`config.mk`:
```
export PLATFORM = sky130hd
export DESIGN_NAME = zost_ram
export DESIGN_NICKNAME = d
export VERILOG_FILES = /design/src/rtl/core/zost_ram.sv
export SDC_FILE = /design/constraint.sdc
export NUM_CORES = 1
export LEC_CHECK = 0
export ABC_AREA = 1
export BUFFER_PORTS_ARGS = -buffer_cell sky130_fd_sc_hd__buf_2
export CAP_MARGIN = 20
export CORE_MARGIN = 4
export CORE_UTILIZATION = 58
export CTS_CLUSTER_SIZE = 14
export DETAILED_ROUTE_END_ITERATION = 10
export PLACE_DENSITY_LB_ADDON = 0.12
export SETUP_SLACK_MARGIN = 0.1
export SYNTH_ARGS = -nofsm -noshare
export SYNTH_HDL_FRONTEND = slang
export SYNTH_SLANG_ARGS = --single-unit
```
`constraint.sdc`:
```
create_clock -name clock -period 6.46 [get_ports clock]
set_input_delay 1.292 -clock clock [delete_from_list [all_inputs] [get_ports clock]]
set_output_delay 1.292 -clock clock [all_outputs]
set_load 0.1 [all_outputs]
```
`src/rtl/core/zost_ram.sv`:
```
// Generic single-write, single-read RAM with registered read data.
// Used for the deferred action queue; depends on nothing.
module zost_ram #(
   parameter int WIDTH = 34,
   parameter int DEPTH = 16
) (
   input  logic                                     clock,
   input  logic                                     wr_en,
   input  logic [((DEPTH > 1) ? $clog2(DEPTH) : 1)-1:0] wr_addr,
   input  logic [WIDTH-1:0]                         wr_data,
   input  logic [((DEPTH > 1) ? $clog2(DEPTH) : 1)-1:0] rd_addr,
   output logic [WIDTH-1:0]                         rd_data
);

   logic [WIDTH-1:0] mem_ff [DEPTH];
   logic [WIDTH-1:0] rd_data_ff;

   always_ff @(posedge clock) begin
      if (wr_en) begin
         mem_ff[wr_addr] <= wr_data;
      end
      rd_data_ff <= mem_ff[rd_addr];
   end

   assign rd_data = rd_data_ff;

endmodule

```
# Word level (Yosys, flattened, before mapping)
# Memories as Yosys holds them, arrays and structs flattened. A register that Yosys moved wholly into a read port is not among the register bits.
# Index checks and enable logic that the tools add are counted.
# classes
n_mux,2
# ops
cell,count
$mux 1,2
# totals
in_bits,44
output_inout_bits,34
ff_bits,0
n_memories,1
word_cells,3
ramBits,544
# memory_table
memory,words,width,read_ports,rd_ports_with_merged_regs,wr,line_no,rtl
mem_ff,16,34,1,1,1,15,logic [WIDTH-1:0] mem_ff [DEPTH];

# Logic depth before layout (Yosys ltp)
# Gate-level depths: netlist (run 1).
# depth
ltp_word,2
ltp_mapped,9
depth_no_buf,7

# Worst setup path after synthesis (run 1)
# No wires, ideal clock.
# synth_path
path_type,input-to-reg
startpoint,input port wr_addr[2] (netlist name)
endpoint,"memory mem_ff[10][0], enable pin"
cell_stages,2
setup_ns,0.425
path_buffers,0
required_time_ns,6.035
arrival_ns,2.946
setup_slack_ns,3.089
cell_sequence,nand3b_1 -> nor2_1
# synth_rtl
element,line_no,rtl
from (decl),9,"input logic [((DEPTH > 1) ? $clog2(DEPTH) : 1)-1:0] wr_addr,"
to (decl),15,
# No word-level cell before the write port.

==> flow_metrics.py, run 1 <==
metrics = {
    "grt": {
        "grt_pass1_vias": 15300,
        "antenna_found_initial": 2,
        "grt_max_degree": 188,
        "grt_pass1_wl_um": 85000,
        "track_usage_pct": 24.7,
        "grt-ovfl-total": 0,
    },
    "routing": {
        "drcViolationCount": 0,
        "viasPerCell": 5.34,
        "drtIter0Drc": 1433,
        "drtAntennaViolNets": 0,
        "wl_per_cell_um": 18.9,
        "drt-total-wl_um": 54500,
        "vias": 15400,
        "first_pass_iters": 5,
    },
    "placed_design": {
        "port_buffers": 77,
        "hpwlAfterDp_um": 25800,
        "place.gp.congestion": 0.777,
    },
    "timing": {
        "fmax_ghz": 0.295,
        "whs_ns": 0.655,
        "finalHoldViolations": 0,
        "min_period_over_period_pct": 52.5,
        "finalClockSkew_ns": 0.0210,
        "min_period_ns": 3.39,
        "drv_slew": 0,
        "rsz0062_at_grt": "false",
        "tightest_slew_ns": 1.12,
        "setup_viol": 0,
        "setup_tns_ns": 0,
        "relSlewSlack_pct": 25.2,
    },
    "clocking": {
        "clk_pin_slew_ns": 0.06,
        "cts_buffers": 57,
        "clock-sinks": 578,
        "cts_resized": 0,
        "clkLatencyLatePin_ns": 0.61,
        "cts_tree": "done",
        "hold_buffers": 0,
        "h-tree-depth": 2,
        "cts_setup_buffers": 0,
        "clockRootBuffer": "clkbuf_16",
        "cts_buffer_depth": 3,
    },
    "critical_path": {
        "critical_path_arrival_ns": 3.87,
        "crit_path_cell_trace": "clkbuf_8, inv_8, buf_4, nand2_1, nand3_1, nand3_1, nand3_1, nand2_1",
        "cp_slowest_cell": "inv_8",
        "crit_type": "input port to flip-flop",
        "cp_common_cell": "nand3_1",
        "critPathLaunchType": "input port",
        "cp_max_fo": 187,
        "end_kind": "flip-flop",
        "critPathRequiredTime_ns": 6.94,
        "slowest_delay_ns": 0.95,
    },
    "floorplan": {
        "die_w_um": 211,
        "initial_core_util_pct": 58.6,
        "num_rows": 74,
        "die-area_um2": 44600,
        "fp.dieH_um": 211,
        "ios": 78,
        "core_um2": 40800,
    },
    "run_status": {
        "status": "finished, final reports clean",
    },
    "pwr": {
        "power_uw": 8260,
        "p_leak_uw": 0.0115,
        "power_density_nw_per_um2": 309,
        "vdd_drop_max_uv": 238,
    },
    "cells_and_area": {
        "fill_cells": 3088,
        "layout-drive-gt1-share_pct": 9.11,
        "syn_to_final_growth_pct": 11.7,
        "nets": 2344,
        "final-seq-area_um2": 17000,
        "multi_input_area_um2": 4940,
    },
    "logic_synthesis": {
        "seq_area_frac_synth_pct": 71.1,
        "yosys_warnings": 0,
        "syn_inst": 2250,
        "ys_types": 14,
        "syn-cell-area_um2": 23900,
        "ys_ff_latch": 578,
        "syn_area_per_cell_um2": 10.6,
        "syn-num-nets": 2294,
    },
    "flow_run": {
        "cap_violations": 0,
    },
    "hold_path": {
        "hold_class": "flip-flop to flip-flop",
    },
}
==> synth_stat cells <==
master	instances	area share (%)
inv_2	3	0.047
clkinv_1	1	0.016
dfxtp_1	34	2.8
buf_6	1	0.047
nand3_1	409	8.6
nor2_1	17	0.27
nand2_1	719	11
edfxtp_1	544	68
inv_1	410	6.4
buf_2	64	1.3
clkbuf_1	20	0.31
nand3b_1	2	0.063
buf_4	11	0.34
buf_1	15	0.24
==> through the flow <==
step	setup slack [ns]	instance area [um^2]	cells	util, %
after floorplan	3.09	23900	2250	-
after global placement	2.52	24800	2773	60.7
after detailed placement	2.52	24800	2773	60.7
after CTS	3.15	26700	2881	65.5
after global routing	2.91	26700	2881	65.5
final	3.07	26700	2882	65.5
==> registers in the layout, summed over array words and instances, names as in the netlist <==
register	flops
mem_ff	544
rd_data	34
==> final timing paths <==
kind              slack, ns          end            from  cells past startpoint
setup reg to reg       5.36  rd_data[12]  mem_ff[10][12]                      6
hold / removal         0.66  rd_data[30]  mem_ff[10][30]                      6
setup / recovery       3.07  rd_data[29]      rd_addr[0]                      8
hold reg to reg        0.66  rd_data[30]  mem_ff[10][30]                      6
==> cells in the final DEF, fill, tap and decap left out <==
| master | n |
|---|---|
| inv_6 | 2 |
| nand3b_1 | 2 |
| nor2_1 | 1 |
| edfxtp_1 | 544 |
| nand2_1 | 719 |
| clkinv_1 | 4 |
| clkinv_2 | 11 |
| clkinv_4 | 2 |
| clkbuf_16 | 59 |
| buf_4 | 27 |
| clkbuf_8 | 12 |
| inv_8 | 1 |
| nor2_4 | 16 |
| inv_1 | 410 |
| buf_2 | 74 |
| clkinvlp_4 | 1 |
| bufinv_16 | 6 |
| inv_4 | 1 |
| inv_2 | 2 |
| clkbuf_1 | 12 |
| dfxtp_1 | 34 |
| diode_2 | 1 |
| nand3_1 | 409 |
==> where the power goes <==
group          switching [uW]  leakage (uW)  total [uW]  internal [uW]
clock network            1380      0.000972        3410           2040
logic                     501       0.00529         627            127
registers                24.9       0.00520        4220           4190
total                    1900        0.0115        8260           6360
==> metal layers <==
layer  vias to the layer above  part of all wire [%]  global-route usage, %
met5                         -                 0.024                      0
met4                         2                   2.5                   7.76
met3                       105                   7.0                   3.74
met2                       508                    48                   41.0
met1                      7407                    42                   34.3
li1                       7358                     -                      -
==> cell type report <==
class                      instances  share of cell area, %
antenna                            1                0.00936
clock buffer                      82                   6.25
clock inverter                    26                   1.09
inverter                         414                   5.85
multi-input combinational       1147                   18.5
sequential                       578                   63.6
tap                              532                   2.49
timing repair buffer             102                   2.19
==> worst max-delay path, delay by kind of cell <==
| kind | cells | cell delay [ns] |
|---|---|---|
| buffers and inverters | 3 | 1.88 |
| AND/OR/NAND/NOR | 5 | 0.54 |
==> cells by family (layout without fill, tap and decap cells) <==
family / after synthesis / in the layout / synth area share [%]
buffers and inverters: 525 / 624 / 8.77
DFF: 578 / 578 / 71.1
other: 0 / 1 / 0
and+or+nand+nor: 1147 / 1147 / 20.2
(Power assumes the default switching activity.)
==> run 2, diff against run 1 <==
Clock period 6.46 ns to 3.4 ns, I/O delays scaled along.
==> flow_metrics.py, run 2 (synthesized netlist as in run 1, its figures left out) <==
metrics = {
    "critical_path": {
        "cp_slowest_cell": "buf_2",
        "critical_path_arrival_ns": 1.46,
        "rr_endpoint": "rd_data[27]",
        "critPathLaunchType": "flip-flop",
        "reg2reg_depth": 6,
        "cp_max_fo": 1,
        "slowest_delay_ns": 0.46,
        "crit_path_cell_trace": "buf_2",
        "end_kind": "output port",
        "crit_buf_inv": 1,
        "crit_type": "flip-flop to output port",
        "critPathRequiredTime_ns": 2.72,
        "r2r_start": "mem_ff[6][27]",
        "rrSetupSlack_ns": 2.35,
        "crit_family": "buffers and inverters",
    },
    "placed_design": {
        "placed_cell_area_um2": 25000,
        "post-place-ws_ns": 0.991,
        "hpwlAfterDp_um": 27600,
        "place.gp.congestion": 0.759,
        "port_buffers": 77,
    },
    "hold_path": {
        "min_delay_path_depth": 1,
        "hp-start": "wr_data[2]",
        "hold_end": "mem_ff[4][2]",
        "hold_class": "input port to flip-flop",
    },
    "routing": {
        "top_layer_used": "met4",
        "first_pass_iters": 5,
        "viasPerCell": 5.37,
        "drt-met1-wl_um": 22900,
        "drtIter0Drc": 1461,
        "vias": 15500,
        "drcViolationCount": 0,
        "wl_per_cell_um": 19.2,
        "dr_wl_met3_um": 3810,
        "wl_met2_um": 27100,
        "drt-total-wl_um": 55400,
        "drtAntennaViolNets": 0,
    },
    "clocking": {
        "cts_tree": "done",
        "cts_buffers": 57,
        "clk_pin_slew_ns": 0.07,
        "clkLatencyLatePin_ns": 0.60,
        "h-tree-depth": 2,
        "clockRootBuffer": "clkbuf_16",
        "cts_setup_buffers": 0,
        "cts_buffer_depth": 3,
        "hold_buffers": 0,
        "cts_resized": 0,
        "clock-sinks": 578,
    },
    "timing": {
        "setup_viol": 0,
        "drv_slew": 0,
        "min_period_over_period_pct": 63.1,
        "relSlewSlack_pct": 29.4,
        "rsz0062_at_grt": "false",
        "fmax_ghz": 0.466,
        "setup_ws_ns": 1.26,
        "finalHoldViolations": 0,
        "setup_tns_ns": 0,
        "finalClockSkew_ns": 0.0116,
        "min_period_ns": 2.14,
        "tightest_slew_ns": 1.06,
    },
    "pwr": {
        "p_sw_share_pct": 23.2,
        "power_frac_seq_pct": 51.8,
        "combPwrFrac_pct": 7.9,
        "p_leak_uw": 0.0115,
        "intPower_uw": 11900,
        "vdd_drop_max_uv": 375,
        "p_sw_uw": 3590,
        "power_density_nw_per_um2": 576,
        "clkPwrFrac_pct": 40.3,
    },
    "cells_and_area": {
        "final_common_cell": "nand2_1",
        "multi_input_area_um2": 4940,
        "fill_cells": 3084,
        "nets": 2353,
        "final-seq-area_um2": 17000,
        "mostFrequentLayoutCells": "nand2_1 (719), edfxtp_1 (544), inv_1 (410)",
        "finish.instance_area_um2": 26900,
        "layout-drive-gt1-share_pct": 9.12,
        "largest_reg_flops": 544,
        "n_antenna_cell": 0,
        "utilization_pct": 65.8,
        "syn_to_final_growth_pct": 12.2,
        "top_register": "mem_ff",
    },
    "floorplan": {
        "die_w_um": 211,
        "fp.dieH_um": 211,
        "die-area_um2": 44600,
        "initial_core_util_pct": 58.6,
        "num_rows": 74,
        "core_um2": 40800,
        "ios": 78,
    },
    "grt": {
        "grt_pass1_wl_um": 86100,
        "antenna_found_initial": 0,
        "track_usage_pct": 25.1,
        "grt-ovfl-total": 0,
        "grt_max_degree": 169,
        "grt_pass1_vias": 15200,
    },
    "flow_run": {
        "cap_violations": 0,
    },
    "run_status": {
        "status": "finished, final reports clean",
    },
}
-- run 2: cell types whose count changed in the layout (fill, tap and decap cells not counted), sizes merged --
cell	change
bufinv	-1
inv	-1
diode	-1
clkinv	+7
buf	+9
clkinvlp	-1
clkbuf	-5
-- run 2: cell type report --
cell class / instances / share of cell area (%)
Clock inverter: 30 / 1.03
Sequential cell: 578 / 63.3
Inverter: 414 / 5.82
Clock buffer: 77 / 5.93
Multi-Input combinational cell: 1147 / 18.4
Tap cell: 532 / 2.48
Timing Repair Buffer: 111 / 2.99
-- run 2: per-stage QoR --
stage               hold WS (ns)  std cells  power [uW]
CTS                        0.412       2889       15600
global placement           0.633       2782        9370
floorplan                  0.607       2250        9010
global route               0.443       2889       16000
detailed placement         0.639       2782        9390
finish                     0.446       2889       15500
-- run 2: power groups by stage --
stage | sequential, uW | combinational (uW) | clock (uW)
2_1_floorplan | 8490 | 514 | 0
4_1_cts | 8010 | 1240 | 6330
3_5_place_dp | 8160 | 1230 | 0
6_report | 8010 | 1230 | 6230
5_1_grt | 8020 | 1330 | 6650
3_3_place_gp | 8160 | 1220 | 0
-- run 2: worst max path at each step --
stage / endpoint / cells after the start / from
final: rd_data[13] / 1 / rd_data[13]
after global routing: rd_data[13] / 1 / rd_data[13]
after CTS: rd_data[13] / 1 / rd_data[13]
after detailed placement: mem_ff[9][7] / 4 / wr_addr[2]
after global placement: rd_data[1] / 9 / rd_addr[0]
after floorplan: mem_ff[10][0] / 2 / wr_addr[2]
-- run 2: routing by layer --
layer	GRT usage [%]	vias to the layer above
met2	41.7	598
met4	8.61	0
met1	34.4	7423
met3	3.76	108
met5	0	-
li1	-	7381
==> run 3, diff against run 2 <==
Clock period 3.4 ns to 2.1 ns, I/O delays scaled along.
==> flow_metrics.py, run 3 (synthesized netlist as in run 1, its figures left out) <==
metrics = {
    "cells_and_area": {
        "syn_to_final_growth_pct": 14.2,
        "top_register": "mem_ff",
        "utilization_pct": 67.0,
        "mostFrequentLayoutCells": "nand2_1 (719), edfxtp_1 (544), inv_1 (410)",
        "largest_reg_flops": 544,
        "n_antenna_cell": 0,
        "nets": 2371,
        "final_common_cell": "nand2_1",
        "layout-drive-gt1-share_pct": 9.68,
        "fill_cells": 3019,
    },
    "routing": {
        "viasPerCell": 5.26,
        "drtIter0Drc": 1243,
        "first_pass_iters": 5,
        "vias": 15300,
        "wl_per_cell_um": 18.3,
        "drt-total-wl_um": 53200,
        "drcViolationCount": 0,
        "drtAntennaViolNets": 0,
    },
    "grt": {
        "grt-ovfl-total": 0,
        "grt_pass1_wl_um": 83200,
        "antenna_found_initial": 0,
        "grt_pass1_vias": 14900,
        "grt_max_degree": 91,
        "track_usage_pct": 24.1,
    },
    "critical_path": {
        "critical_path_arrival_ns": 1.45,
        "rrSetupSlack_ns": 1.04,
        "critPathLaunchType": "flip-flop",
        "crit_type": "flip-flop to output port",
        "slowest_delay_ns": 0.46,
        "cp_slowest_cell": "buf_2",
        "crit_buf_inv": 1,
        "crit_family": "buffers and inverters",
        "end_kind": "output port",
        "critPathRequiredTime_ns": 1.68,
        "cp_max_fo": 1,
        "crit_path_cell_trace": "buf_2",
    },
    "clocking": {
        "cts_tree": "done",
        "clock-sinks": 578,
        "clkLatencyLatePin_ns": 0.60,
        "cts_buffers": 58,
        "clockRootBuffer": "clkbuf_16",
        "clk_pin_slew_ns": 0.06,
        "hold_buffers": 0,
        "cts_setup_buffers": 0,
        "cts_buffer_depth": 3,
        "cts_resized": 0,
        "h-tree-depth": 2,
    },
    "timing": {
        "drv_slew": 0,
        "rsz0062_at_grt": "false",
        "relSlewSlack_pct": 57.9,
        "whs_ns": 0.198,
        "setup_viol": 0,
        "min_period_ns": 1.87,
        "tightest_slew_ns": 0.632,
        "finalHoldViolations": 0,
        "min_period_over_period_pct": 89.0,
        "fmax_ghz": 0.535,
        "finalClockSkew_ns": 0.0125,
    },
    "pwr": {
        "power_density_nw_per_um2": 922,
        "p_leak_uw": 0.0117,
        "vdd_drop_max_uv": 770,
    },
    "floorplan": {
        "fp.dieH_um": 211,
        "ios": 78,
        "die_w_um": 211,
        "core_um2": 40800,
        "die-area_um2": 44600,
        "initial_core_util_pct": 58.6,
        "num_rows": 74,
    },
    "placed_design": {
        "hpwlAfterDp_um": 28900,
        "port_buffers": 77,
        "place.gp.congestion": 0.791,
    },
    "flow_run": {
        "cap_violations": 0,
    },
    "hold_path": {
        "hold_class": "input port to flip-flop",
    },
    "run_status": {
        "status": "finished, final reports clean",
    },
}
## run 3: changes by cell type in the layout (fill, tap and decap cells not counted), sizes merged
| cell | delta |
|---|---|
| clkinvlp | +1 |
| clkinv | -15 |
| clkbuf | +15 |
| buf | +17 |
## run 3: area by class of cell
class | count | area [um^2] | share of cell area, %
multi-input combinational | 1147 | 4940 | 18.1
tap | 532 | 666 | 2.43
sequential | 578 | 17000 | 62.2
clock buffer | 92 | 1680 | 6.14
inverter | 414 | 1560 | 5.72
clock inverter | 16 | 210 | 0.769
timing repair buffer | 128 | 1270 | 4.64
## run 3: worst paths after layout
path,startpoint,end,depth (start not counted)
setup reg to reg,mem_ff[1][28],rd_data[28],6
hold / removal,wr_data[15],mem_ff[15][15],1
setup / recovery,rd_data[10],rd_data[10],1
hold reg to reg,mem_ff[10][2],rd_data[2],6
## run 3: power by group
group | internal [uW] | switching (uW) | leakage (uW) | total, uW
clock network | 6070 | 4120 | 0.000922 | 10200
logic | 477 | 1590 | 0.00556 | 2070
registers | 12900 | 70.8 | 0.00520 | 13000
total | 19400 | 5790 | 0.0117 | 25200
## run 3: per-layer routing
metal	part of all wire [%]	global-route usage, %	vias to the layer above
li1	-	-	7423
met1	41	33.1	7313
met2	50	40.7	466
met3	6.3	3.15	80
met4	2.1	7.44	0
met5	0	0	-
## run 3: per-stage QoR
stage | std cells | cell area, um^2 | setup slack [ns] | total power (uW) | TNS [ns]
after floorplan | 2250 | 24000 | -0.399 | 14600 | -135.66
after global placement | 2799 | 25500 | 0.318 | 15300 | 0
after CTS | 2907 | 27400 | 0.221 | 25400 | 0
after global routing | 2907 | 27400 | 0.224 | 26200 | 0
after detailed placement | 2799 | 25500 | 0.274 | 15300 | 0
final | 2907 | 27400 | 0.230 | 25200 | 0
