## config.mk

```make
export PLATFORM = sky130hd
export DESIGN_NAME = zost_cell
export DESIGN_NICKNAME = d
export VERILOG_FILES = /design/src/rtl/core/zost_pkg.sv /design/src/rtl/core/zost_cell.sv
export SDC_FILE = /design/constraint.sdc
export NUM_CORES = 1
export LEC_CHECK = 0
export ABC_AREA = 1
export ABC_CLOCK_PERIOD_IN_PS = 3200
export CELL_PAD_IN_SITES_DETAIL_PLACEMENT = 1
export CELL_PAD_IN_SITES_GLOBAL_PLACEMENT = 2
export CORE_ASPECT_RATIO = 0.9
export CORE_MARGIN = 2
export CORE_UTILIZATION = 34
export CTS_BUF_LIST = sky130_fd_sc_hd__clkbuf_8
export DETAILED_ROUTE_END_ITERATION = 6
export DONT_BUFFER_PORTS = 1
export GPL_ROUTABILITY_DRIVEN = 0
export HOLD_SLACK_MARGIN = 0.02
export PLACE_DENSITY_LB_ADDON = 0.1
export SLEW_MARGIN = 30
export SYNTH_ARGS = -nofsm -noshare
export SYNTH_HDL_FRONTEND = slang
export SYNTH_SLANG_ARGS = --single-unit
```

## constraint.sdc

```tcl
create_clock -name clock -period 3.2 [get_ports clock]
set_input_delay 0.32 -clock clock [delete_from_list [all_inputs] [get_ports clock]]
set_output_delay 0.32 -clock clock [all_outputs]
set_load 0.1 [all_outputs]
```

## src/rtl/core/zost_pkg.sv

```systemverilog
// Package for the z-order sorted table core.
// Holds the shared types, codes and field widths used by the core top level and its cells.
// Depends on nothing.
package zost_pkg;

   localparam int ID_W  = 16;
   localparam int KEY_W = 16;
   localparam int POS_W = 6;

   typedef enum logic [2:0] {
      ACT_ADD     = 3'd0,
      ACT_DEL_ID  = 3'd1,
      ACT_CHG_ID  = 3'd2,
      ACT_DEL_POS = 3'd3,
      ACT_CHG_POS = 3'd4,
      ACT_LOCK    = 3'd5,
      ACT_UNLOCK  = 3'd6,
      ACT_READ    = 3'd7
   } action_type;

   typedef enum logic [2:0] {
      STS_OK       = 3'd0,
      STS_QUEUED   = 3'd1,
      STS_NOTFOUND = 3'd2,
      STS_BADPOS   = 3'd3,
      STS_TFULL    = 3'd4,
      STS_QFULL    = 3'd5
   } status_type;

   typedef enum logic [1:0] {
      KIND_ADD = 2'd0,
      KIND_DEL = 2'd1,
      KIND_CHG = 2'd2
   } kind_type;

   // Command broadcast to every cell of the row.
   typedef enum logic [2:0] {
      CH_HOLD      = 3'd0,
      CH_SCAN_INIT = 3'd1,
      CH_SCAN_STEP = 3'd2,
      CH_INSERT    = 3'd3,
      CH_DELETE    = 3'd4
   } chain_op_type;

   typedef enum logic [3:0] {
      ST_IDLE,
      ST_READ,
      ST_LOCK_POS,
      ST_SCAN_INIT,
      ST_SCAN_STEP,
      ST_APPLY,
      ST_INSERT,
      ST_RP_READ,
      ST_RP_EXEC,
      ST_RP_NEXT,
      ST_RESP
   } state_type;

   typedef struct packed {
      logic [ID_W-1:0]  id;
      logic [KEY_W-1:0] key;
   } link_type;

   // Scan value: first marked cell seen so far, and whether its key equals the
   // broadcast key.
   typedef struct packed {
      logic found;
      logic eq;
   } scan_type;

   typedef struct packed {
      chain_op_type     op;
      logic             by_pos;
      logic [POS_W-1:0] pos;
      logic [ID_W-1:0]  id;
      logic [KEY_W-1:0] key;
   } cell_cmd_type;

   typedef struct packed {
      kind_type         kind;
      logic [ID_W-1:0]  id;
      logic [KEY_W-1:0] key;
   } queue_entry_type;

endpackage

```

## src/rtl/core/zost_cell.sv

```systemverilog
// One cell of the sorted row: holds one entry and one scan value.
// Uses zost_pkg types; neighbors are wired by the top level.
module zost_cell #(
   parameter int IDX = 0
) (
   input  logic                   clock,
   input  zost_pkg::cell_cmd_type cmd,
   input  logic                   valid,
   input  zost_pkg::link_type     left,
   input  logic                   left_le,
   input  zost_pkg::link_type     right,
   input  zost_pkg::scan_type     far,
   output zost_pkg::link_type     data,
   output logic                   le,
   output zost_pkg::scan_type     scan
);

   zost_pkg::link_type data_ff;
   zost_pkg::link_type data_in;
   zost_pkg::scan_type scan_ff;
   zost_pkg::scan_type scan_in;
   logic               match;

   assign match = valid && (cmd.by_pos ? (int'(cmd.pos) == IDX) : (data_ff.id == cmd.id));
   assign le    = valid && ($signed(data_ff.key) <= $signed(cmd.key));

   always_comb begin
      data_in = data_ff;
      scan_in = scan_ff;
      unique case (cmd.op)
         zost_pkg::CH_HOLD: begin
         end
         zost_pkg::CH_SCAN_INIT: begin
            scan_in.found = match;
            scan_in.eq    = match && (data_ff.key == cmd.key);
         end
         zost_pkg::CH_SCAN_STEP: begin
            // keep the leftmost marked cell
            if (far.found) begin
               scan_in = far;
            end
         end
         zost_pkg::CH_INSERT: begin
            if (!le) begin
               if (left_le) begin
                  data_in.id  = cmd.id;
                  data_in.key = cmd.key;
               end else begin
                  data_in = left;
               end
            end
         end
         zost_pkg::CH_DELETE: begin
            if (scan_ff.found) begin
               data_in = right;
            end
         end
         default: begin
         end
      endcase
   end

   always_ff @(posedge clock) begin
      data_ff <= data_in;
      scan_ff <= scan_in;
   end

   assign data = data_ff;
   assign scan = scan_ff;

endmodule
```

Word level (Yosys, flattened, before mapping). Index checks and enable logic that the tools add are counted.

$lt $le $gt $ge: 1. Equal/unequal tests: 9. Mux-type cells: 7. Reductions and logical operators: 8.

Operator list (count): 32-bit 2-to-1 mux (3); 32-bit one-hot mux with 2 select lines (1); 16-bit == test (2); 16-bit less-or-equal comparator (1); 3-bit by 2-bit == test with 1-bit output, second input constant (2); 6-bit zero test (1); 2-bit != test, second input constant (3); 2-bit one-hot mux with 2 select lines (1); 2-bit nonzero test (2); 3-bit by 1-bit == test with 1-bit output, second input constant (1); 3-bit == test, second input constant (1); 1-bit logical AND (3); 3-bit AND reduction (1); 2-bit 2-to-1 mux (1); 2-bit AND reduction (1); 1-bit 2-to-1 mux (1).

Bits in registers: 34. Input bits: 111. Word-level logic and storage cells: 29.

Depth between registers and ports, before layout. Gate-level depths: netlist (run 1).

Depth in word-level cells: 5. Mapped depth: 15. Gate-level depth less buffers: 15.

Worst setup path before layout (run 1). OpenSTA, ideal clock, no wires.

Kind: reg2reg. Start: reg data_ff (netlist bit data[11]). End: reg data_ff (netlist bit data[0]) (enable). Library setup time: 0.390 ns. Arrival: 2.665 ns. Required time: 2.810 ns. Setup slack: 0.146 ns. Cell stages (with the launch flop): 13. Buffers on the path: 0. Path through: edfxtp_1 > ha_1 > nand2_2 > inv_1 > nand2_1 > nand2_1 > nand2_1 > nand2_1 > o21ai_0 > nand2_1 > nand2_1 > nand2_1 > nand2_1.

Cells in the longest elaborated chain, start to end: 4.

Ends and longest elaborated chain: start: declaration (line zost_cell.sv:18) `zost_pkg::link_type data_ff;`; start signal: assignment (line zost_cell.sv:64) `data_ff <= data_in;`; 16-bit less-or-equal comparator (line zost_cell.sv:25) `assign le = valid && ($signed(data_ff.key) <= $signed(cmd.key));`; 1-bit logical AND (line zost_cell.sv:25); 2-bit != test (no source line); 3-bit AND reduction (no source line).

Every way passes these cells. A chain may end at the register's enable or synchronous reset.

Worst setup path in the final report (run 1).
Start: reg data_ff (netlist bit data[15]). End: out le.

Cells in the longest elaborated chain, start to end: 2.

Ends and longest elaborated chain: 16-bit less-or-equal comparator (line zost_cell.sv:25); 1-bit logical AND (line zost_cell.sv:25); end: declaration (line zost_cell.sv:14) `output logic le,`.

Every way passes these cells.

==> results of run 1 <==
cell type report:
type                            instances  area, um2
Clock inverter                          3       12.5
Multi-Input combinational cell        238       1260
Clock buffer                            5       68.8
Sequential cell                        34       1020
Inverter                               49        184
Timing Repair Buffer                   37        290
Tap cell                               93        116
Fill cell                             931       4160
metrics by stage:
stage	instances	total power [W]	area, um2	hold slack, ns	setup WS (ns)
after CTS	459	0.00126	2950	0.222	0.829
after floorplan	335	0.000878	2520	0.506	0.146
after detailed placement	451	0.000950	2870	0.519	1.01
after global routing	459	0.00130	2950	0.224	0.668
final	459	0.00124	2950	0.232	0.888
after global placement	451	0.000944	2870	0.517	1.10
cells in the final DEF (no fill, tap or decap), types with 4 or more instances in the layout:
| master | n |
|---|---|
| buf_4 | 36 |
| nor2_1 | 13 |
| nand3_1 | 4 |
| a21oi_1 | 5 |
| xnor2_1 | 11 |
| edfxtp_1 | 34 |
| o21ai_0 | 63 |
| ha_1 | 16 |
| inv_1 | 50 |
| nand2_1 | 103 |
| clkbuf_8 | 5 |
power by group:
| part | internal (W) | switching (W) |
|---|---|---|
| Sequential | 0.000527 | 0.0000223 |
| Clock | 0.000147 | 0.000158 |
| Combinational | 0.0000996 | 0.000286 |
cells by family after synthesis:
family,after synthesis,synth area share (%)
DFF,34,40.5
AOI/OAI and AO/OA,72,14.4
adders and majority gates,16,7.94
xor gates and xnor gates,13,4.51
buffers and inverters,63,9.72
and+or+nand+nor,137,23.0
worst register-to-register path, cell delays in order (launching register included):
cell and delay [ns]:
edfxtp_1 0.40, ha_1 0.33, nand2_2 0.08, nor2_4 0.13, nand2_2 0.08, nor2_2 0.07
nand2_1 0.05, nand2_1 0.06, nor2_1 0.05, nor2_2 0.06, nand2_1 0.05, nand2_1 0.08
nand2_1 0.05, nand2_1 0.08, buf_4 0.26
layer usage:
layer	vias up	track usage [%]	wire, um
met5	-	0	0
met4	0	3.16	29
met3	2	5.54	587
met2	82	26.9	2990
met1	980	21.5	3050
li1	1141	-	-
flip-flops by register name, summed over array words and instances, names as in the netlist:
signal and count:
data 32, scan 2
how the worst max path moves through the flow:
stage	startpoint	end	slack (ns)	cells after the start
CTS	data[15]$_DFFE_PP_	le	0.83	12
global placement	data[15]$_DFFE_PP_	data[17]$_DFFE_PP_	1.10	14
finish	data[15]$_DFFE_PP_	le	0.89	12
floorplan	data[11]$_DFFE_PP_	data[0]$_DFFE_PP_	0.15	12
global route	data[15]$_DFFE_PP_	le	0.67	12
detailed placement	data[15]$_DFFE_PP_	data[17]$_DFFE_PP_	1.01	14
==> out/summary.txt, run 1 <==
status: finished clean
top cells by count, synth: 103 x nand2_1, 63 x o21ai_0, 49 x inv_1, 34 x edfxtp_1, 16 x ha_1
clock root buffer: clkbuf_8
largest net degree at the start of global routing: 65
slew margin rel.: 36.4%
Least-Margin Pin Slew: 0.954 ns
share of the synthesized area in the top cell type: 40.5%
vias per inst: 4.80
CP Buf/Inv Count: 2
reg-to-reg setup timing slack: 1.04 ns
CP top delay family: simple AND/OR/NAND/NOR gates
Finish-stage setup viols: 0
GRT Overall Usage: 16.5%
area of the mapped netlist: 2520 um2
cell row count: 29
gr ovfl total: 0
global-route wire length before repair: 10500 um
Max Cap Viol: 0
RSZ-0062 raised after global routing: false
Synth async-reset ratio: 0%
largest area contributor in the netlist: edfxtp_1
reg2reg path depth: 14
Worst Skew: 0.00966 ns
peak supply drop: 0.000155 V
Clock transition at path regs: 0.08 ns
Util after Layout: 41.5%
dominant cells by area after synthesis: edfxtp_1 40%, nand2_1 15%, o21ai_0 13%
crit start category: register
vias in the first global route: 2263
most frequent cell after synthesis: nand2_1
share of layout cells above drive strength 1: 14.2%
pwr/cell area: 419 nW/um2
Slew Limit Fails: 0
Min-Delay Path Class: in2reg
final hold vios: 0
hold path depth: 2
Longest Clk Path Bufs: 2
Crit path largest cell delay: 0.40 ns
Area Growth Syn to Fin: 17.1%
RR Startpoint: data[15]$_DFFE_PP_
Synth Instances: 335
crit-path max FO: 3
EDFF count, synth: 34
CTS tree: built
initial DRC count: 68
chip width: 94.8 um
FF+latch count, synth: 34
Final ANT Viol Nets: 0
CP max stage cell: edfxtp_1
Diodes inserted: 0
Yosys Warn Count: 0
# H-tree levels: 2
WS Path Type: reg2out
DR WL/cell: 14.5 um
crit path DAT: 1.99 ns
Inserted Clock Buffers: 5
Die Footprint: 8120 um2
CTS Hold Bufs: 0
Port Buf Inserts: 0
Initial DRT Pass Iterations: 4
Routed Wire Length: 6650 um
leakage power: 1.30 nW
Seq/Total Area, Yosys: 40.5%
R2R Path End: data[26]$_DFFE_PP_
synth unique cells: 24
Vert. Die Dim: 85.7 um
Resize count post-CTS: 0
placed wire-length estimate: 5370 um
Tcrit/Tclk final: 72.3%
crit-path most repeated cell: nand2_1
# Post-CTS Setup Buffers: 0
Mapped Nets: 462
initial antenna violation count: 0
hold path start: right[17]
Data required, critical path: 2.88 ns
setup TNS: 0 ns
min cycle time layout: 2.31 ns
vias: 2205
Initial Util: 35.5%
CP Cell Sequence: ha_1 > nand2_2 > nor2_4 > nand2_2 > nor2_2 > nand2_1 > nand2_1 > o21ai_0 > nand2_1 > nand2_1 > inv_1 > buf_12
CTS sink count: 34
Mapped Avg Cell Area: 7.53 um2
critical path capture point type: primary output
worst-case hold path end point: data[17]$_DFFE_PP_
Clock Latency Late Sink: 0.28 ns
nets: 492
maximum clock frequency: 0.432 GHz
Main synth FF type: edfxtp_1
Placeable Area: 7110 um2
Ports: 146
# DRC: 0
(Power assumes the default switching activity.)
==> run 2: changes to the inputs <==
ABC_CLOCK_PERIOD_IN_PS = 2300   (was 3200)
clock period = 2.3 ns   (was 3.2 ns; I/O delays follow)
==> run 2 against run 1 <==
Effect of this change:
- largest cell class unchanged
- flip-flop and latch count is the same
- largest power group unchanged
- cell count grew 1.7%
- clock-buffer cell count is the same
- total power grew 43%
==> out/summary.txt, run 2 (synthesis results as in run 1) <==
status: finished clean (unchanged)
crit start category: register (unchanged)
Tcrit/Tclk final: 99.3%
share of layout cells above drive strength 1: 20.9% (was 14.2%)
slew margin rel.: 41.3% (was 36.4%)
Finish-stage setup viols: 0 (unchanged)
Util after Layout: 44.7% (was 41.5%)
CP max stage cell: edfxtp_1 (unchanged)
setup TNS: 0 ns (unchanged)
hold slack final: 0.136 ns (was 0.232 ns)
# DRC: 0 (unchanged)
# H-tree levels: 2 (unchanged)
Port Buf Inserts: 0 (unchanged)
min cycle time layout: 2.28 ns
gr ovfl total: 0 (unchanged)
crit-path max FO: 2 (was 3)
Initial Util: 35.5% (unchanged)
CTS Hold Bufs: 0 (unchanged)
Least-Margin Pin Slew: 0.883 ns (was 0.954 ns)
Area Growth Syn to Fin: 26.0% (was 17.1%)
max reg flops: 32 (unchanged)
reg2reg path depth: 13 (was 14)
clock root buffer: clkbuf_8 (unchanged)
RR Startpoint: data[14]$_DFFE_PP_ (was data[15]$_DFFE_PP_)
critical path capture point type: primary output (unchanged)
CTS tree: built (unchanged)
CTS sink count: 34 (unchanged)
Max Cap Viol: 0 (unchanged)
final-layout fill cell count: 887 (was 931)
Data required, critical path: 2.07 ns (was 2.88 ns)
Diodes inserted: 0 (unchanged)
Tot Pwr: 0.00177 W (was 0.00124 W)
Initial DRT Pass Iterations: 3 (was 4)
cell row count: 29 (unchanged)
leakage power: 1.35 nW (was 1.30 nW)
vias in the first global route: 2355 (was 2263)
CP top delay family: simple AND/OR/NAND/NOR gates (unchanged)
worst setup margin: 0.0172 ns (was 0.888 ns)
RSZ-0062 raised after global routing: true (was false)
Longest Clk Path Bufs: 2 (unchanged)
Worst Skew: 0.00643 ns (was 0.00966 ns)
Slew Limit Fails: 0 (unchanged)
global-route wire length before repair: 11000 um (was 10500 um)
commonest cells after routing, fill and taps aside: 97 x nand2_1, 62 x o21ai_0, 47 x inv_1, 45 x buf_4, 34 x edfxtp_1 (was 103 x nand2_1, 63 x o21ai_0, 50 x inv_1, 36 x buf_4, 34 x edfxtp_1)
final hold vios: 0 (unchanged)
Die Footprint: 8120 um2 (unchanged)
reg-to-reg setup timing slack: 0.14 ns (was 1.04 ns)
Min-Delay Path Class: in2reg (unchanged)
WS Path Type: reg2out (unchanged)
Placeable Area: 7110 um2 (unchanged)
crit path DAT: 2.05 ns (was 1.99 ns)
Routed Wire Length: 6880 um (was 6650 um)
vias: 2263 (was 2205)
peak supply drop: 0.000297 V (was 0.000155 V)
hold path depth: 2 (unchanged)
worst-case hold path end point: scan[0]$_DFFE_PP_ (was data[17]$_DFFE_PP_)
GRT Overall Usage: 17.3% (was 16.5%)
chip width: 94.8 um (unchanged)
Inserted Clock Buffers: 5 (unchanged)
CP Cell Sequence: ha_4 > nand2_4 > nor2_4 > nand2_2 > nor2_2 > nand2_1 > nand2_2 > nor2_2 > nor2_2 > nand2_1 > nand2_2 > clkinvlp_4 > buf_12 (was ha_1 > nand2_2 > nor2_4 > nand2_2 > nor2_2 > nand2_1 > nand2_1 > o21ai_0 > nand2_1 > nand2_1 > inv_1 > buf_12)
CP Buf/Inv Count: 2 (unchanged)
DR WL/cell: 14.7 um (was 14.5 um)
Vert. Die Dim: 85.7 um (unchanged)
maximum clock frequency: 0.438 GHz
commonest non-fill, non-tap cell in the layout: nand2_1 (unchanged)
hold path start: far[0] (was right[17])
R2R Path End: data[25]$_DFFE_PP_ (was data[26]$_DFFE_PP_)
initial DRC count: 49 (was 68)
placed wire-length estimate: 5340 um (was 5370 um)
Crit path largest cell delay: 0.44 ns (was 0.40 ns)
Clock Latency Late Sink: 0.28 ns (about the same)
vias per inst: 4.85 (was 4.80)
nets: 502 (was 492)
Final ANT Viol Nets: 0 (unchanged)
Ports: 146 (unchanged)
Clock transition at path regs: 0.07 ns (was 0.08 ns)
largest net degree at the start of global routing: 65 (unchanged)
pwr/cell area: 556 nW/um2 (was 419 nW/um2)
initial antenna violation count: 0 (unchanged)
pre-CTS setup slack: 0.0826 ns (was 1.01 ns)
run 2: what timing repair did:
item / 4_1_cts / 5_1_grt
pin swaps: 9 / 12
buffers inserted: 7 / 3
cloned: 0 / 1
gates resized for setup: 5 / 7
endpoints found under the setup margin: 1 / 33
run 2: stage by stage:
| stage | instances | instance area, um2 |
|---|---|---|
| floorplan | 335 | 2590 |
| global placement | 450 | 2930 |
| detailed placement | 450 | 2930 |
| CTS | 463 | 3100 |
| global route | 467 | 3180 |
| finish | 467 | 3180 |
run 2: layout make-up:
cell class | count | area, um2 | area share, %
clock inverter | 1 | 3.75 | 0.118
clock buffer | 5 | 68.8 | 2.16
timing repair buffer | 46 | 358 | 11.3
sequential | 34 | 1020 | 32.1
multi-input combinational | 239 | 1420 | 44.8
inverter | 49 | 188 | 5.90
tap | 93 | 116 | 3.66
run 2: per-layer routing:
metal	global-route usage (%)	vias up	wire length, um
li1	-	1160	-
met1	21.7	1020	2930
met2	29.4	78	3370
met3	4.92	5	524
met4	3.95	0	50
met5	0	-	0
run 2: power breakdown:
| part | internal [W] | switching [W] |
|---|---|---|
| logic | 0.000171 | 0.000420 |
| clock network | 0.000198 | 0.000211 |
| registers | 0.000735 | 0.0000322 |
run 2: how the worst max path moves through the flow:
stage,start,to,cells past startpoint
after floorplan,data[14]$_DFFE_PP_,le,12
after global placement,data[15]$_DFFE_PP_,data[12]$_DFFE_PP_,13
after detailed placement,data[15]$_DFFE_PP_,data[10]$_DFFE_PP_,13
after CTS,data[15]$_DFFE_PP_,le,13
after global routing,data[10]$_DFFE_PP_,le,13
final,data[14]$_DFFE_PP_,le,13
==> run 3: changes to the inputs <==
BUFFER_PORTS_ARGS = -buffer_cell sky130_fd_sc_hd__buf_2   (was not set)
CORE_UTILIZATION = 23   (was 34)
DONT_BUFFER_PORTS = not set   (was 1)
==> run 3 against run 2 <==
Effect of this change:
- largest cell class unchanged
- global-route usage down 4.6 points
- critical path type unchanged
- critical endpoint unchanged
- cell area is 15% higher
- register-to-register slack worse by 0.03 ns
- worst hold slack better by 0.088 ns
- first-iteration DRC count shrank 27%
- clock skew increased by 0.00081 ns
- utilization down 11 points
- sequential power fell by 1%
==> out/summary.txt, run 3 (synthesis results as in run 1) <==
CP max stage cell: edfxtp_1 (unchanged)
Initial Util: 23.4% (was 35.5%)
DR top layer: met4 (unchanged)
# H-tree levels: 2 (unchanged)
slew margin rel.: 65.8% (was 41.3%)
GRT Overall Usage: 12.7% (was 17.3%)
chip width: 114 um (was 94.8 um)
gr ovfl total: 0 (unchanged)
Clock transition at path regs: 0.08 ns (was 0.07 ns)
WS Path Type: reg2out (unchanged)
Final ANT Viol Nets: 0 (unchanged)
CP Buf/Inv Count: 2 (unchanged)
vias in the first global route: 2490 (was 2355)
leakage power: 1.73 nW (was 1.35 nW)
Inserted Clock Buffers: 5 (unchanged)
Longest Clk Path Bufs: 2 (unchanged)
CTS Hold Bufs: 0 (unchanged)
max reg flops: 32 (unchanged)
Finish-stage setup viols: 0 (unchanged)
Placeable Area: 10800 um2 (was 7110 um2)
Port Buf Inserts: 145 (was 0)
min cycle time layout: 2.27 ns (was 2.28 ns)
pre-CTS setup slack: 0.110 ns (was 0.0826 ns)
Tcrit/Tclk final: 98.7% (was 99.3%)
Placed Cells: 602 (was 450)
peak supply drop: 0.000171 V (was 0.000297 V)
initial DRC count: 36 (was 49)
CP top delay family: simple AND/OR/NAND/NOR gates (unchanged)
CTS sink count: 34 (unchanged)
clock root buffer: clkbuf_8 (unchanged)
hold slack final: 0.224 ns (was 0.136 ns)
Diodes inserted: 0 (unchanged)
nets: 609 (was 502)
largest net degree at the start of global routing: 65 (unchanged)
# DRC: 0 (unchanged)
Die Footprint: 11800 um2 (was 8120 um2)
crit path DAT: 2.04 ns (was 2.05 ns)
Util after Layout: 34.0% (was 44.7%)
crit start category: register (unchanged)
commonest cells after routing, fill and taps aside: 144 x buf_2, 97 x nand2_1, 62 x o21ai_0, 48 x inv_1, 34 x edfxtp_1 (was 97 x nand2_1, 62 x o21ai_0, 47 x inv_1, 45 x buf_4, 34 x edfxtp_1)
Least-Margin Pin Slew: 0.512 ns (was 0.883 ns)
critical path capture point type: primary output (unchanged)
Min-Delay Path Class: in2reg (unchanged)
share of layout cells above drive strength 1: 37.9% (was 20.9%)
final hold vios: 0 (unchanged)
Ports: 146 (unchanged)
Clock Latency Late Sink: 0.29 ns (was 0.28 ns)
Initial DRT Pass Iterations: 4 (was 3)
Metal-1 WL: 3790 um (was 2930 um)
Crit path largest cell delay: 0.43 ns (was 0.44 ns)
Worst Skew: 0.00724 ns (was 0.00643 ns)
pwr/cell area: 514 nW/um2 (was 556 nW/um2)
non-filler cells, final: 616 (was 467)
status: finished clean (unchanged)
RSZ-0062 raised after global routing: true (unchanged)
commonest non-fill, non-tap cell in the layout: buf_2 (was nand2_1)
Slew Limit Fails: 0 (unchanged)
routed wl met2: 3640 um (was 3370 um)
crit-path max FO: 3 (was 2)
vias per inst: 4.24 (was 4.85)
global-route wire length before repair: 12000 um (was 11000 um)
Area Growth Syn to Fin: 45.0% (was 26.0%)
cell row count: 36 (was 29)
placed wire-length estimate: 6210 um (was 5340 um)
CTS tree: built (unchanged)
vias: 2610 (was 2263)
Final Cell Area: 3660 um2 (was 3180 um2)
Data required, critical path: 2.07 ns (about the same)
Routed Wire Length: 8000 um (was 6880 um)
Max Cap Viol: 0 (unchanged)
dpl cell area: 3480 um2 (was 2930 um2)
CP Cell Sequence: ha_4 > nand2_2 > nor2_4 > nand2_2 > nor2_2 > nand2_1 > nand2_2 > nor2_2 > nor2_2 > nand2_1 > nand2_2 > clkinvlp_4 > buf_12 (was ha_4 > nand2_4 > nor2_4 > nand2_2 > nor2_2 > nand2_1 > nand2_2 > nor2_2 > nor2_2 > nand2_1 > nand2_2 > clkinvlp_4 > buf_12)
Vert. Die Dim: 103 um (was 85.7 um)
worst setup margin: 0.0303 ns (was 0.0172 ns)
Met3 Routed Length: 536 um (was 524 um)
maximum clock frequency: 0.441 GHz (was 0.438 GHz)
DR WL/cell: 13.0 um (was 14.7 um)
crit-path most repeated cell: nand2_2
initial antenna violation count: 0 (unchanged)
==> run 3: changes by cell type in the layout (fill, tap and decap cells not counted), moves of 3 or more <==
cell     change
buf_4       -39
nand2_4      -3
ha_4         -3
nand2_2      +3
ha_1         +3
buf_2      +144
==> run 3: stage by stage <==
stage	TNS (ns)	total power [W]
floorplan	-7.18	0.00124
CTS	-0.00468	0.00190
detailed placement	0	0.00144
global placement	0	0.00143
global route	-1.23	0.00199
finish	0	0.00188
==> run 3: report_power, final <==
part	leakage, nW	switching [W]	internal [W]	total, W
registers	0.312	0.0000217	0.000734	0.000756
clock network	0.0416	0.000240	0.000208	0.000448
logic	1.38	0.000472	0.000205	0.000677
total	1.73	0.000734	0.00115	0.00188
==> run 3: what timing repair did <==
action | CTS | global route
gates resized for setup | 0 | 6
setup endpoints to repair | 1 | 33
pin swaps | 3 | 9
cloned | 0 | 2
endpoints found under the hold margin | 0 | 0
setup buffers | 1 | 3
==> run 3: worst paths after layout <==
| path | endpoint | slack (ns) | cells past startpoint | start |
|---|---|---|---|---|
| max | le | 0.03 | 13 | data[15]$_DFFE_PP_ |
| min | data[21]$_DFFE_PP_ | 0.22 | 3 | right[21] |
| max reg2reg | data[29]$_DFFE_PP_ | 0.11 | 13 | data[15]$_DFFE_PP_ |
| min reg2reg | scan[1]$_SDFFCE_PP1P_ | 0.94 | 7 | data[29]$_DFFE_PP_ |
==> run 3: final cells by class <==
cell class,instances,area (um2)
multi-input combinational,240,1390
fill,1365,7110
timing repair buffer,152,806
clock inverter,3,16.3
clock buffer,5,68.8
tap,133,166
sequential,34,1020
inverter,49,188
==> run 3: metal layers <==
metal | track usage [%] | vias up
met5 | 0 | -
met4 | 2.53 | 0
met3 | 3.50 | 2
met2 | 20.6 | 79
met1 | 17.1 | 1152
li1 | - | 1377
==> run 3: worst min-delay path, cell delays in order <==
cell	delay, ns
buf_2	0.07
nand2_1	0.04
o21ai_0	0.06
